[src/rtl/tlv_field_decoder_defines.svh]
// Assertion macros shared by the tlv field decoder RTL.
// Depends on nothing; the including module must provide clk and arst_n.
`ifndef TLV_FIELD_DECODER_DEFINES_SVH
`define TLV_FIELD_DECODER_DEFINES_SVH

// Check a property on every clock edge out of reset.
`define TLV_ASSERT(label, prop, msg) \
	label: assert property (@(posedge clk) disable iff (!arst_n) (prop)) else $error(msg);

// Check that a condition implies another on the next clock.
`define TLV_ASSERT_NEXT(label, ante, cons, msg) \
	label: assert property (@(posedge clk) disable iff (!arst_n) (ante) |=> (cons)) \
		else $error(msg);

`endif

[src/rtl/tlvfd_ram.sv]
// Generic single-port-write, single-port-read RAM with registered read data.
// Used by tlv_field_decoder for the seen-id store; no dependencies.
module tlvfd_ram #(
	parameter int WIDTH = 8,
	parameter int DEPTH = 256
) (
	input  logic                     clk,
	input  logic                     wr_en,
	input  logic [$clog2(DEPTH)-1:0] wr_addr,
	input  logic [WIDTH-1:0]         wr_data,
	input  logic                     rd_en,
	input  logic [$clog2(DEPTH)-1:0] rd_addr,
	output logic [WIDTH-1:0]         rd_data
);

	logic [WIDTH-1:0] mem_q [DEPTH];

	// Write port
	always_ff @(posedge clk) begin
		if (wr_en) begin
			mem_q[wr_addr] <= wr_data;
		end
	end

	// Registered read, held while not enabled
	always_ff @(posedge clk) begin
		if (rd_en) begin
			rd_data <= mem_q[rd_addr];
		end
	end

endmodule
[config.mk]
export PLATFORM = sky130hd
export DESIGN_NAME = tlvfd_ram
export DESIGN_NICKNAME = d
export VERILOG_FILES = /design/src/rtl/tlv_field_decoder_defines.svh /design/src/rtl/tlvfd_ram.sv
export SDC_FILE = /design/constraint.sdc
export NUM_CORES = 2
export LEC_CHECK = 0
export ABC_AREA = 1
export BUFFER_PORTS_ARGS = -buffer_cell sky130_fd_sc_hd__buf_4
export CAP_MARGIN = 10
export CORE_MARGIN = 2
export CORE_UTILIZATION = 55
export CTS_BUF_LIST = sky130_fd_sc_hd__clkbuf_8 sky130_fd_sc_hd__clkbuf_16
export CTS_CLUSTER_SIZE = 10
export DETAILED_ROUTE_END_ITERATION = 10
export HOLD_SLACK_MARGIN = 0.15
export PLACE_DENSITY = 0.73
export SYNTH_ARGS = -nofsm -noshare
export SYNTH_HDL_FRONTEND = slang
export SYNTH_SLANG_ARGS = --single-unit
[constraint.sdc]
create_clock -name clk -period 3 [get_ports clk]
set_input_delay 0.15 -clock clk [delete_from_list [all_inputs] [get_ports clk]]
set_output_delay 0.15 -clock clk [all_outputs]
set_load 0.03 [all_outputs]
Yosys cells after proc, flatten, opt, wreduce, memory -nomap -nowiden
Memories as Yosys holds them, arrays and structs flattened. A register that Yosys moved wholly into a read port is not among the register bits.
Cells that the tools add are included.

cells by class
  muxes and demuxes = 2

operators with widths
  kind              number
  1-bit 2-to-1 mux  2

storage, ports and cells
  RAM bits = 2048
  memories kept = 1
  input bits = 27
  register bits after elaboration = 0

memories
  memory  depth  bits a word  read ports  clocked after Yosys merged registers in  wr ports  line             source
  mem_q   256    8            1           1                                        1         tlvfd_ram.sv:16  logic [WIDTH-1:0] mem_q [DEPTH];

Logic depth before layout (Yosys ltp)
  word-level depth = 2
  mapped depth = 15
  mapped depth without buffers = 11

Least setup slack after synthesis
No wires, ideal clock.

  path kind = input to register
  start point = input wr_en
  end point = memory mem_q[162][0], enable pin
  setup slack = 1.359 ns
  required time = 2.630 ns
  data arrival time = 1.271 ns
  setup time = 0.370 ns
  path buffers = 2
  stages = 4
  cell sequence = clkbuf_1 -> nand3_1 -> clkbuf_1 -> nor2_1

on the way
  cells in the longest elaborated chain, start to end = 2

ends and longest elaborated chain
  item                                    line             source
  start, declared                         tlvfd_ram.sv:8   input logic wr_en,
  1-bit 2-to-1 mux                        tlvfd_ram.sv:20  if (wr_en) begin
  1-bit 2-to-1 mux (not written as such)  tlvfd_ram.sv:21  mem_q[wr_addr] <= wr_data;
  end, declared                           tlvfd_ram.sv:16

Every way passes these cells.

==> flow_summary.toml <==
[run_status]
status = "completed"

[global_route]
grt_pass1_vias = 53980
grt_max_degree = 103
grtUsageTotal = 0.2871
busiest_layer = "met2"
grt_pass1_wl_mm = 336.5
grt_use_met3 = 0.06940
antenna_found_initial = 7
grt_overflow = 0
grt_use_met2 = 0.4361
met1_usage = 0.4027

[route]
dr.pass1.iters = 10
drtAntennaViolNets = 0
post_drt_wl_per_cell_um = 24.68
dr_total_vias = 56030
drtIter0Drc = 8440
routed_wl_mm = 225.0
drc = 0
vias_per_cell = 6.146

[clock_tree]
cts_root_buf = "clkbuf_16"
cts_tree = "built"
clk_path_buf_depth = 3
clock_latency_ps = 880
clock-sinks = 2056
clkTransAtPathRegs_ps = 60
cts_buffers = 224
post-cts-setup-buffers = 0
htree_num_levels = 4

[floorplanning]
start_util = 0.5554
core.rowCount = 142
die_h_um = 393.6
io_pins = 35
die_area_um2 = 154900
core_area_um2 = 150300
fp.dieW_um = 393.6

[sta]
clock.fmax_mhz = 350.5
max_slew.worst_pin.slew_ps = 952.9
rsz0062_at_grt = "false"
setup_tns_ps = 0
finClkSkew_ps = 63.09
finalSetupViolCount = 0
relSlewSlack = 0.3647
hold_viol = 0
period_minus_slack_ps = 2853
finalMaxSlewViolations = 0
fin_crit_sh = 0.9510

[place]
placedInstanceArea_um2 = 86910
port_buffers = 34
gp_congestion = 0.8942
hpwl_mm = 133.6

[critical_path]
crit_end = "rd_data[1]"
critPathArrivalTime_ps = 3480
critPathKind = "flip-flop to flip-flop"
worstSetupEndpointType = "flip-flop"
cp.required_ps = 3620
rrSetupSlack_ps = 150
critPathMaxFanout = 1
worstReg2RegStart = "mem_q[153][1]"
cp-start-kind = "flip-flop"
crit_path_start = "mem_q[153][1]"
ff2ff_path_depth = 12
regToRegEndpoint = "rd_data[1]"

[cells_and_area]
final_common_cell = "nand2_1"
layout-drive-gt1-share = 0.07837
synthToLayoutAreaGrowth_pct = 11.64
finalNetCount = 7104
fin_area_um2 = 93200
layout_common_cells = "2123 x nand2_1, 2056 x edfxtp_1, 2016 x nand3_1"

[logic_synthesis]
yosysUniqueCellTypes = 13
synth_area_per_cell_um2 = 11.92
yosysTopAreaCell = "edfxtp_1"
synth_area_um2 = 83480
netlist_instances = 7003
yosys_warnings = 0
syn_nets = 7030
synthTopCellsByArea = "edfxtp_1 74%, nand3_1 12%, nand2_1 9.5%, buf_2 1.6%, nor2_1 1.3%"
synth_top_area_frac = 0.7396
synth_seq_cells = 2056
ys_seq_area_frac = 0.7396

[pwr]
irDropWorstVdd_v = 0.0005619
cellPowerDensity_nw_per_um2 = 636.0
p_leak_nw = 32.51

[flow_run]
maxCapViolCount = 0

[hold_path]
min_path_type = "input port to flip-flop"
## where the power goes
group / switching [mW] / internal, mW / total, mW
clock: 10.5 / 13.3 / 23.7
sequential: 0.0302 / 31.7 / 31.7
combinational: 2.82 / 0.991 / 3.81
## logic make-up (layout without fill, tap and decap cells)
logic type	Yosys count	after routing	synth area share
buf+inv	522	614	0.03116
flops	2056	2056	0.7396
simple gates	4425	4425	0.2292
other cells	0	6	0
## synth_stat cells
master / number
buf_1: 40
inv_1: 36
nor2_1: 283
buf_4: 46
nand3_1: 2019
edfxtp_1: 2056
buf_2: 268
inv_2: 2
clkbuf_1: 112
nand2_1: 2123
inv_4: 1
buf_6: 16
buf_8: 1
## layer usage
metal  share of wire  vias to the layer above
li1                -                    24880
met1            0.38                    27060
met2            0.46                     3574
met3            0.12                      517
met4           0.039                        4
met5         0.00012                        -
## layout make-up
class	instances	area, um^2
clock inverter	20	419.2
multi-input combinational	4425	19150
timing repair buffer	331	3563
clock buffer	224	5605
tap	2016	2522
antenna	6	15.01
sequential	2056	61740
fill	11010	57110
inverter	39	180.2
## state kept, by name, indices dropped and copies added, names as in the netlist
register / count
mem_q: 2048
rd_data: 8
## worst min-delay path by stage
stage	to	startpoint	cells past startpoint	slack [ps]
3_5_place_dp	rd_data[3]	rd_en	1	520
6_report	mem_q[171][1]	wr_addr[0]	5	200
3_3_place_gp	rd_data[3]	rd_en	1	520
2_1_floorplan	mem_q[0][0]	wr_data[0]	0	250
5_1_grt	rd_data[3]	rd_en	2	210
4_1_cts	rd_data[1]	rd_en	2	150
## critical path, stage by stage, from the launching register on
cell	delay [ps]
edfxtp_1	360
nand2_1	70
nand3_1	90
nand3_1	140
nand3_1	90
nand3_1	200
nand3_2	160
nand3_2	170
nand2_1	80
nand2_1	70
dlygate4sd3_1	560
nand2_1	60
dlygate4sd3_1	560
## timing repair
action / 4_1_cts / 5_1_grt
endpoints found under the setup margin: 0 / 1
hold buffers: 23 / 0
resized for setup: 0 / 3
hold endpoints to repair: 1984 / 0
## metrics by stage
stage / setup slack [ps] / std cells / hold WS, ps / total power [mW] / utilization
6_report: 146.9 / 9117 / 198.8 / 59.27 / 0.6200
5_1_grt: 6.755 / 9112 / 206.8 / 60.77 / 0.6199
4_1_cts: 116.6 / 9111 / 152.9 / 59.32 / 0.6198
3_5_place_dp: 158.9 / 8844 / 523.0 / 35.99 / 0.5782
3_3_place_gp: 182.7 / 8844 / 520.9 / 35.93 / 0.5782
2_1_floorplan: 1359 / 7003 / 248.9 / 34.28 / -
Note: power is estimated with default switching activity, not from simulation.
